<file path="config.mk">
export PLATFORM = sky130hd
export DESIGN_NAME = rotation_matrix_to_quaternion
export DESIGN_NICKNAME = d
export VERILOG_FILES = /design/src/hw/rtl/rmq_pkg.sv /design/src/hw/rtl/rmq_sum.sv /design/src/hw/rtl/rmq_sqrt.sv /design/src/hw/rtl/rmq_out.sv /design/src/hw/rtl/rotation_matrix_to_quaternion.sv
export SDC_FILE = /design/constraint.sdc
export NUM_CORES = 2
export LEC_CHECK = 0
export ABC_CLOCK_PERIOD_IN_PS = 8200
export CAP_MARGIN = 20
export CORE_AREA = 2 2 483 677
export CTS_CLUSTER_SIZE = 14
export DETAILED_ROUTE_END_ITERATION = 10
export DIE_AREA = 0 0 485 679
export DONT_BUFFER_PORTS = 1
export GPL_ROUTABILITY_DRIVEN = 0
export GPL_TIMING_DRIVEN = 1
export HOLD_SLACK_MARGIN = 0.06
export MAX_ROUTING_LAYER = met4
export PLACE_DENSITY = 0.57
export SETUP_SLACK_MARGIN = 0.05
export SLEW_MARGIN = 20
export SYNTH_ARGS = -nofsm -noshare
export SYNTH_HDL_FRONTEND = slang
export SYNTH_HIERARCHICAL = 1
export SYNTH_MEMORY_MAX_BITS = 65536
export SYNTH_SLANG_ARGS = --single-unit
</file>
<file path="constraint.sdc">
create_clock -name i_clk -period 8.2 [get_ports i_clk]
set_input_delay 0.82 -clock i_clk [delete_from_list [all_inputs] [get_ports i_clk]]
set_output_delay 0.82 -clock i_clk [all_outputs]
set_load 0.1 [all_outputs]
</file>
<file path="src/hw/rtl/rmq_pkg.sv">
// Shared types, constants and width helpers for the matrix-to-quaternion block.
`timescale 1ns / 1ps

package rmq_pkg;

    // Field widths of the stream items
    localparam int ENTRY_W = 16;
    localparam int QUAT_W_W = 15;
    localparam int QUAT_V_W = 16;
    localparam int IN_TDATA_W = 144;
    localparam int OUT_TDATA_W = 64;

    // Largest magnitude a component may carry
    localparam logic [QUAT_W_W-1:0] MAG_MAX = 15'h7fff;

    typedef logic signed [ENTRY_W-1:0] t_entry;

    // Sign flags of the vector part, set when the off-diagonal difference is negative
    typedef struct packed {
        logic x;
        logic y;
        logic z;
    } t_sign;

    // Width of the signed diagonal sum, covering one plus three entries
    function automatic int sum_w(input int frac_bits);
        int base;
        base = (frac_bits > 17) ? frac_bits : 17;
        return base + 2;
    endfunction

    // Width of the square root result, one bit per pipeline stage
    function automatic int root_w(input int frac_bits);
        int rad;
        rad = sum_w(frac_bits) - 1 + frac_bits;
        return (rad + 1) / 2;
    endfunction

endpackage

</file>
<file path="src/hw/rtl/rmq_sum.sv">
// Input stage: diagonal sums clamped at zero and scaled into radicands, plus sign flags.
`timescale 1ns / 1ps

module rmq_sum #(
    parameter int FRAC_BITS = 14
) (
    input  logic                           i_clk,
    input  logic                           i_en,
    input  rmq_pkg::t_entry                i_m00,
    input  rmq_pkg::t_entry                i_m01,
    input  rmq_pkg::t_entry                i_m02,
    input  rmq_pkg::t_entry                i_m10,
    input  rmq_pkg::t_entry                i_m11,
    input  rmq_pkg::t_entry                i_m12,
    input  rmq_pkg::t_entry                i_m20,
    input  rmq_pkg::t_entry                i_m21,
    input  rmq_pkg::t_entry                i_m22,
    output logic [2*rmq_pkg::root_w(FRAC_BITS)-1:0] o_rad_w,
    output logic [2*rmq_pkg::root_w(FRAC_BITS)-1:0] o_rad_x,
    output logic [2*rmq_pkg::root_w(FRAC_BITS)-1:0] o_rad_y,
    output logic [2*rmq_pkg::root_w(FRAC_BITS)-1:0] o_rad_z,
    output rmq_pkg::t_sign                 o_sign
);

    localparam int SW = rmq_pkg::sum_w(FRAC_BITS);
    localparam int RADW = 2 * rmq_pkg::root_w(FRAC_BITS);
    localparam int DW = rmq_pkg::ENTRY_W + 1;

    logic signed [SW-1:0] one;
    logic signed [SW-1:0] a00, a11, a22;
    logic signed [SW-1:0] s_w, s_x, s_y, s_z;
    logic signed [DW-1:0] d_x, d_y, d_z;
    logic [RADW-1:0] n_rad_w, n_rad_x, n_rad_y, n_rad_z;
    rmq_pkg::t_sign n_sign;

    logic [RADW-1:0] r_rad_w, r_rad_x, r_rad_y, r_rad_z;
    rmq_pkg::t_sign r_sign;

    assign one = SW'(1) << FRAC_BITS;
    assign a00 = SW'(i_m00);
    assign a11 = SW'(i_m11);
    assign a22 = SW'(i_m22);

    // Form the four signed diagonal sums
    assign s_w = one + a00 + a11 + a22;
    assign s_x = one + a00 - a11 - a22;
    assign s_y = one - a00 + a11 - a22;
    assign s_z = one - a00 - a11 + a22;

    // Clamp at zero and scale by one more fraction width for the root
    always_comb begin
        n_rad_w = (s_w <= 0) ? '0 : RADW'({s_w[SW-2:0], {FRAC_BITS{1'b0}}});
        n_rad_x = (s_x <= 0) ? '0 : RADW'({s_x[SW-2:0], {FRAC_BITS{1'b0}}});
        n_rad_y = (s_y <= 0) ? '0 : RADW'({s_y[SW-2:0], {FRAC_BITS{1'b0}}});
        n_rad_z = (s_z <= 0) ? '0 : RADW'({s_z[SW-2:0], {FRAC_BITS{1'b0}}});
    end

    // Off-diagonal differences pick the vector signs
    assign d_x = DW'(i_m21) - DW'(i_m12);
    assign d_y = DW'(i_m02) - DW'(i_m20);
    assign d_z = DW'(i_m10) - DW'(i_m01);
    assign n_sign = '{x: d_x[DW-1], y: d_y[DW-1], z: d_z[DW-1]};

    // Hold on stall, advance otherwise
    always_ff @(posedge i_clk) begin
        if (i_en) begin
            r_rad_w <= n_rad_w;
            r_rad_x <= n_rad_x;
            r_rad_y <= n_rad_y;
            r_rad_z <= n_rad_z;
            r_sign  <= n_sign;
        end
    end

    assign o_rad_w = r_rad_w;
    assign o_rad_x = r_rad_x;
    assign o_rad_y = r_rad_y;
    assign o_rad_z = r_rad_z;
    assign o_sign  = r_sign;

endmodule

</file>
<file path="src/hw/rtl/rmq_sqrt.sv">
// Pipelined digit-by-digit square root, one root bit per register stage, with a sign sideband.
`timescale 1ns / 1ps

module rmq_sqrt #(
    parameter int FRAC_BITS = 14
) (
    input  logic                                   i_clk,
    input  logic                                   i_en,
    input  logic [2*rmq_pkg::root_w(FRAC_BITS)-1:0] i_rad,
    input  logic                                   i_neg,
    output logic [rmq_pkg::root_w(FRAC_BITS)-1:0]   o_root,
    output logic                                   o_neg
);

    localparam int RTW = rmq_pkg::root_w(FRAC_BITS);
    localparam int RADW = 2 * RTW;
    localparam int REM_W = RTW + 3;

    logic [REM_W-1:0] r_rem  [RTW];
    logic [RTW-1:0]   r_root [RTW];
    logic [RADW-1:0]  r_rad  [RTW];
    logic             r_neg  [RTW];

    for (genvar k = 0; k < RTW; k++) begin : g_stage
        logic [REM_W-1:0] rem_in;
        logic [RTW-1:0]   root_in;
        logic [RADW-1:0]  rad_in;
        logic             neg_in;
        logic [REM_W-1:0] shifted;
        logic [REM_W-1:0] trial;
        logic             take;
        logic [REM_W-1:0] n_rem;
        logic [RTW-1:0]   n_root;
        logic [RADW-1:0]  n_rad;

        // Select the stage input: ports for the first stage, previous stage otherwise
        if (k == 0) begin : g_first
            assign rem_in  = '0;
            assign root_in = '0;
            assign rad_in  = i_rad;
            assign neg_in  = i_neg;
        end else begin : g_next
            assign rem_in  = r_rem[k-1];
            assign root_in = r_root[k-1];
            assign rad_in  = r_rad[k-1];
            assign neg_in  = r_neg[k-1];
        end

        // Bring down two radicand bits and try to subtract the next odd term
        assign shifted = {rem_in[REM_W-3:0], rad_in[RADW-1 -: 2]};
        assign trial   = {1'b0, root_in, 2'b01};
        assign take    = (shifted >= trial);
        assign n_rem   = take ? (shifted - trial) : shifted;
        assign n_root  = {root_in[RTW-2:0], take};
        assign n_rad   = {rad_in[RADW-3:0], 2'b00};

        always_ff @(posedge i_clk) begin
            if (i_en) begin
                r_rem[k]  <= n_rem;
                r_root[k] <= n_root;
                r_rad[k]  <= n_rad;
                r_neg[k]  <= neg_in;
            end
        end
    end

    assign o_root = r_root[RTW-1];
    assign o_neg  = r_neg[RTW-1];

endmodule

</file>
<file path="src/hw/rtl/rmq_out.sv">
// Output stage: halve and saturate the roots, apply the vector signs, register the result.
`timescale 1ns / 1ps

module rmq_out #(
    parameter int FRAC_BITS = 14
) (
    input  logic                                 i_clk,
    input  logic                                 i_en,
    input  logic [rmq_pkg::root_w(FRAC_BITS)-1:0] i_root_w,
    input  logic [rmq_pkg::root_w(FRAC_BITS)-1:0] i_root_x,
    input  logic [rmq_pkg::root_w(FRAC_BITS)-1:0] i_root_y,
    input  logic [rmq_pkg::root_w(FRAC_BITS)-1:0] i_root_z,
    input  rmq_pkg::t_sign                       i_sign,
    output logic [rmq_pkg::OUT_TDATA_W-1:0]      o_tdata
);

    localparam int RTW = rmq_pkg::root_w(FRAC_BITS);
    localparam int HW = RTW - 1;
    localparam int EW = (HW > 16) ? HW : 16;
    localparam int MW = rmq_pkg::QUAT_W_W;
    localparam int VW = rmq_pkg::QUAT_V_W;

    logic [EW-1:0] ext_w, ext_x, ext_y, ext_z;
    logic [MW-1:0] mag_w, mag_x, mag_y, mag_z;
    logic [VW-1:0] v_x, v_y, v_z;
    logic [rmq_pkg::OUT_TDATA_W-1:0] n_tdata;
    logic [rmq_pkg::OUT_TDATA_W-1:0] r_tdata;

    // Halve by truncation
    assign ext_w = EW'(i_root_w[RTW-1:1]);
    assign ext_x = EW'(i_root_x[RTW-1:1]);
    assign ext_y = EW'(i_root_y[RTW-1:1]);
    assign ext_z = EW'(i_root_z[RTW-1:1]);

    // Saturate at the largest magnitude
    assign mag_w = (ext_w > EW'(rmq_pkg::MAG_MAX)) ? rmq_pkg::MAG_MAX : ext_w[MW-1:0];
    assign mag_x = (ext_x > EW'(rmq_pkg::MAG_MAX)) ? rmq_pkg::MAG_MAX : ext_x[MW-1:0];
    assign mag_y = (ext_y > EW'(rmq_pkg::MAG_MAX)) ? rmq_pkg::MAG_MAX : ext_y[MW-1:0];
    assign mag_z = (ext_z > EW'(rmq_pkg::MAG_MAX)) ? rmq_pkg::MAG_MAX : ext_z[MW-1:0];

    // Negate where the difference was negative; zero stays zero
    assign v_x = i_sign.x ? (VW'(0) - VW'(mag_x)) : VW'(mag_x);
    assign v_y = i_sign.y ? (VW'(0) - VW'(mag_y)) : VW'(mag_y);
    assign v_z = i_sign.z ? (VW'(0) - VW'(mag_z)) : VW'(mag_z);

    assign n_tdata = {1'b0, v_z, v_y, v_x, mag_w};

    always_ff @(posedge i_clk) begin
        if (i_en) begin
            r_tdata <= n_tdata;
        end
    end

    assign o_tdata = r_tdata;

endmodule

</file>
<file path="src/hw/rtl/rotation_matrix_to_quaternion.sv">
// Top level: 3x3 rotation matrix in, unit quaternion out, fully pipelined.
//
// Usage: one matrix enters per transfer on the slave stream, nine signed entries
// with FRAC_BITS fraction bits packed row by row. One quaternion leaves per matrix
// on the master stream: w as a non-negative magnitude, x, y and z signed, each a
// halved, truncated square root of a clamped diagonal sum.
// Stages: a register for the sums, then the four square-root pipelines, then an
// output register that halves, saturates and signs the roots and holds the result.
// Throughput: one matrix per cycle while the receiver takes results; the stages
// each resolve one root bit with a single compare and subtract.
// Reset: clears every stage valid bit and the output valid; data registers keep
// whatever they held.
// Stall: when a result waits and the receiver holds tready low, the whole pipe
// holds and s_axis_tready drops; nothing in flight is lost or repeated.
`timescale 1ns / 1ps

module rotation_matrix_to_quaternion #(
    parameter int FRAC_BITS = 14
) (
    input  logic         i_clk,
    input  logic         i_rst_n,
    input  logic         i_s_axis_tvalid,
    output logic         o_s_axis_tready,
    // row0_col0, row0_col1, row0_col2, row1_col0, row1_col1, row1_col2,
    // row2_col0, row2_col1, row2_col2 (16 bits each)
    input  logic [143:0] i_s_axis_tdata,
    output logic         o_m_axis_tvalid,
    input  logic         i_m_axis_tready,
    // quat_w [14:0], quat_x [30:15], quat_y [46:31], quat_z [62:47], zero [63]
    output logic [63:0]  o_m_axis_tdata
);

    localparam int RTW = rmq_pkg::root_w(FRAC_BITS);
    localparam int RADW = 2 * RTW;
    localparam int DEPTH = RTW + 1;
    localparam int EW = rmq_pkg::ENTRY_W;

    logic en;
    logic [RADW-1:0] rad_w, rad_x, rad_y, rad_z;
    rmq_pkg::t_sign sign_in;
    rmq_pkg::t_sign sign_out;
    logic [RTW-1:0] root_w, root_x, root_y, root_z;

    logic [DEPTH-1:0] r_vld;
    logic [DEPTH-1:0] n_vld;
    logic r_out_vld;

    // Advance the whole pipe whenever the output slot is free or being taken
    assign en = !r_out_vld || i_m_axis_tready;
    assign o_s_axis_tready = en;

    rmq_sum #(
        .FRAC_BITS(FRAC_BITS)
    ) u_sum (
        .i_clk   (i_clk),
        .i_en    (en),
        .i_m00   (i_s_axis_tdata[0*EW +: EW]),
        .i_m01   (i_s_axis_tdata[1*EW +: EW]),
        .i_m02   (i_s_axis_tdata[2*EW +: EW]),
        .i_m10   (i_s_axis_tdata[3*EW +: EW]),
        .i_m11   (i_s_axis_tdata[4*EW +: EW]),
        .i_m12   (i_s_axis_tdata[5*EW +: EW]),
        .i_m20   (i_s_axis_tdata[6*EW +: EW]),
        .i_m21   (i_s_axis_tdata[7*EW +: EW]),
        .i_m22   (i_s_axis_tdata[8*EW +: EW]),
        .o_rad_w (rad_w),
        .o_rad_x (rad_x),
        .o_rad_y (rad_y),
        .o_rad_z (rad_z),
        .o_sign  (sign_in)
    );

    // The w lane carries no sign; its sideband is tied low and left open at the end
    rmq_sqrt #(
        .FRAC_BITS(FRAC_BITS)
    ) u_sqrt_w (
        .i_clk  (i_clk),
        .i_en   (en),
        .i_rad  (rad_w),
        .i_neg  (1'b0),
        .o_root (root_w),
        .o_neg  ()
    );

    rmq_sqrt #(
        .FRAC_BITS(FRAC_BITS)
    ) u_sqrt_x (
        .i_clk  (i_clk),
        .i_en   (en),
        .i_rad  (rad_x),
        .i_neg  (sign_in.x),
        .o_root (root_x),
        .o_neg  (sign_out.x)
    );

    rmq_sqrt #(
        .FRAC_BITS(FRAC_BITS)
    ) u_sqrt_y (
        .i_clk  (i_clk),
        .i_en   (en),
        .i_rad  (rad_y),
        .i_neg  (sign_in.y),
        .o_root (root_y),
        .o_neg  (sign_out.y)
    );

    rmq_sqrt #(
        .FRAC_BITS(FRAC_BITS)
    ) u_sqrt_z (
        .i_clk  (i_clk),
        .i_en   (en),
        .i_rad  (rad_z),
        .i_neg  (sign_in.z),
        .o_root (root_z),
        .o_neg  (sign_out.z)
    );

    rmq_out #(
        .FRAC_BITS(FRAC_BITS)
    ) u_out (
        .i_clk    (i_clk),
        .i_en     (en),
        .i_root_w (root_w),
        .i_root_x (root_x),
        .i_root_y (root_y),
        .i_root_z (root_z),
        .i_sign   (sign_out),
        .o_tdata  (o_m_axis_tdata)
    );

    // Shift valid bits alongside the data stages
    assign n_vld = {r_vld[DEPTH-2:0], i_s_axis_tvalid};

    always_ff @(posedge i_clk) begin
        if (!i_rst_n) begin
            r_vld     <= '0;
            r_out_vld <= 1'b0;
        end else if (en) begin
            r_vld     <= n_vld;
            r_out_vld <= r_vld[DEPTH-1];
        end
    end

    assign o_m_axis_tvalid = r_out_vld;

endmodule

</file>
==> run metrics <==
IO Count=~210; Fill cells=29.4k; CTS resizes=0; Hold WC Path Type=in -> reg; status=finished clean; Crit-path slowest cell=nor3b_1; final design utilization=40.6%; final hold violations=0; mean post-synth cell area=approximately 13 µm²; Die X=485 µm; reg2reg end=u_sqrt_w/r_rem[1][80]$_DFFE_PP_; TritonCTS clock tree=built; final critical-path share of the clock period=54.0%; Worst VDD drop=roughly 180 µV; Pwr Density=342 mW/mm²; RSZ-0062 raised after global routing=no; Lkg Pwr=52.3 nW; CP max stage delay=between 600 and 700 ps; clock sink total=roughly 2.5k; Worst Clk Skew=77.7 ps; IO Port Bufs=0; # DRC=0; Worst-Skew Late Latency=890 ps; number of buffers and inverters on the critical path=1; CP startpoint kind=input pin; initial antenna violation count=2; htree depth=4; vias in the first global route=between 60k and 70k; first-pass GRT wire length=approximately 340 mm; setup slack, reg-to-reg=4470 ps; final setup violation count=0; ANT nets after route=0; row count=roughly 250; hpwl dp=149 mm; layout cells sized above 1=7.01%; largest net degree at the start of global routing=190; Setup Buffers After CTS=0; register clock-pin slew on the reported worst setup and hold paths=around 60 ps; Final TNS setup=0 ps; Fmax=226 MHz; Gate Count Post-Synth=between 9k and 10k; max cap viols=0; fin nets=between 10k and 15k; worst-case reg-to-reg path depth=7; GR Util All Layers=around 13%; grt ovf=0; Rel. slew slack=28.6%; worst setup path endpoint=u_sum/o_rad_z[20]$_SDFFCE_PP0P_; Critical Path RT=8890 ps; post-DR vias/cell=4.95; DR WL/cell=15.2 µm; CTS Buf Count=243; vias=67.6k; Die Area=0.329 mm²; P&R area growth vs syn=10.7%; crit path launch=i_s_axis_tdata[4]; register area=0.0738 mm²; final worst setup slack=3770 ps; clk root buf=clkbuf_16; CP cell instances=or4_1 -> nor4_2 -> nor3b_1 -> xor2_1 -> fa_1 -> inv_1 -> ha_1 -> o21a_1 -> nor2_1 -> o21ai_0 -> o211ai_1 -> a21oi_2 -> a31oi_4 -> a311oi_1; final slew viol count=0; drt total wl=approximately 210 mm; CP arrival=between 5000 and 6000 ps; Final Hold Slack=158 ps; Worst Setup End Kind=register; Worst Path Max Fanout=17; CP Class=in -> reg; Post-Syn Area=0.118 mm²; starting density of the core=36.7%; CTS max path bufs=4; critical path depth=14; dpl ws=2630 ps; Synth Warn #=6; Tmin final=4430 ps; Worst R2R Start=u_sqrt_w/r_rem[1][61]$_DFFE_PP_; multi-input logic area=~0.040 mm²; Pre-antenna DRT Iters=6; delay-heaviest family, CP=compound AO/OA/AOI/OAI gates; Die Y=roughly 680 µm; drt first-iter violations=~3.8k; core area=~0.32 mm²; Worst Max-Slew Pin Slew=1060 ps
-- report_power, final --
part           total, mW  internal (mW)  leakage [nW]  switching (mW)
registers           21.7           18.9          25.1            2.78
clock network       11.0           6.46          3.82            4.55
logic               12.1           5.45          23.4            6.66
-- worst min path at each step --
stage	startpoint	end	slack, ps	cells after the start
2_1_floorplan	u_sqrt_w/r_rad[0][70]$_DFFE_PP_	u_sqrt_w/r_rad[0][100]$_DFFE_PP_	400	0
3_3_place_gp	u_sqrt_y/r_rad[0][36]$_DFFE_PP_	u_sqrt_y/r_rad[0][66]$_DFFE_PP_	400	0
3_5_place_dp	u_sqrt_w/r_rad[0][136]$_DFFE_PP_	u_sqrt_w/r_rad[0][166]$_DFFE_PP_	400	0
4_1_cts	i_rst_n	o_m_axis_tvalid$_SDFFE_PN0P_	60	1
5_1_grt	i_rst_n	o_m_axis_tvalid$_SDFFE_PN0P_	90	1
6_report	i_rst_n	o_m_axis_tvalid$_SDFFE_PN0P_	160	1
-- layer usage --
layer  vias to the layer above  global-route usage, %  share of wire, %
met2                      1293                   23.2                52
met5                         -                      -                 0
met1                     32200                   13.7                40
li1                      33600                      -                 -
met3                       521                   1.97               3.8
met4                         0                   5.10               3.9
-- sequential cells by signal (all words and copies together) (netlist names), 17 cells and up --
| register | count |
|---|---|
| u_sum/o_rad_z | 18 |
| u_sqrt_y/r_root | 135 |
| u_sqrt_z/r_rad | 210 |
| r_vld | 17 |
| u_sqrt_w/r_rad | 210 |
| u_sum/o_rad_w | 18 |
| u_sum/o_rad_x | 18 |
| u_sqrt_x/r_rem | 220 |
| u_sqrt_z/r_root | 135 |
| u_sqrt_x/r_rad | 210 |
| u_sqrt_y/r_rad | 210 |
| u_sqrt_w/r_rem | 220 |
| u_sum/o_rad_y | 18 |
| u_sqrt_x/r_root | 135 |
| u_sqrt_z/r_rem | 220 |
| u_sqrt_w/r_root | 135 |
| u_out/o_tdata | 63 |
| u_sqrt_y/r_rem | 220 |
-- what timing repair did --
action | 4_1_cts | 5_1_grt
hold buffers | 2 | 0
endpoints found under the hold margin | 2 | 0
setup endpoints to repair | 0 | 0
-- layout make-up --
type                            count  share of cell area [%]
Antenna cell                        1                 0.00191
Clock buffer                      292                    4.84
Multi-Input combinational cell   5622                    30.9
Clock inverter                    142                    1.16
Tap cell                         4233                    4.04
Inverter                          853                    2.44
Timing Repair Buffer               42                   0.368
Sequential cell                  2464                    56.3
-- per-stage QoR --
step	area, µm²	total power, mW	cells
global route	131000	47.8	13600
global placement	123000	33.4	13200
finish	131000	44.8	13600
CTS	131000	45.3	13600
detailed placement	123000	34.0	13200
floorplan	119000	30.7	9154
-- layout by cell type, fill, tap and decap left out, types with 135 or more instances in the layout --
| master | count |
|---|---|
| edfxtp_1 | 2446 |
| inv_1 | 849 |
| ha_1 | 667 |
| nor2_1 | 611 |
| nand2_1 | 470 |
| o21ai_0 | 450 |
| a21oi_1 | 446 |
| xnor2_1 | 372 |
| xor2_1 | 305 |
| clkbuf_16 | 247 |
| nor3_1 | 230 |
| nand3_1 | 135 |
Note: power is estimated with default switching activity, not from simulation.
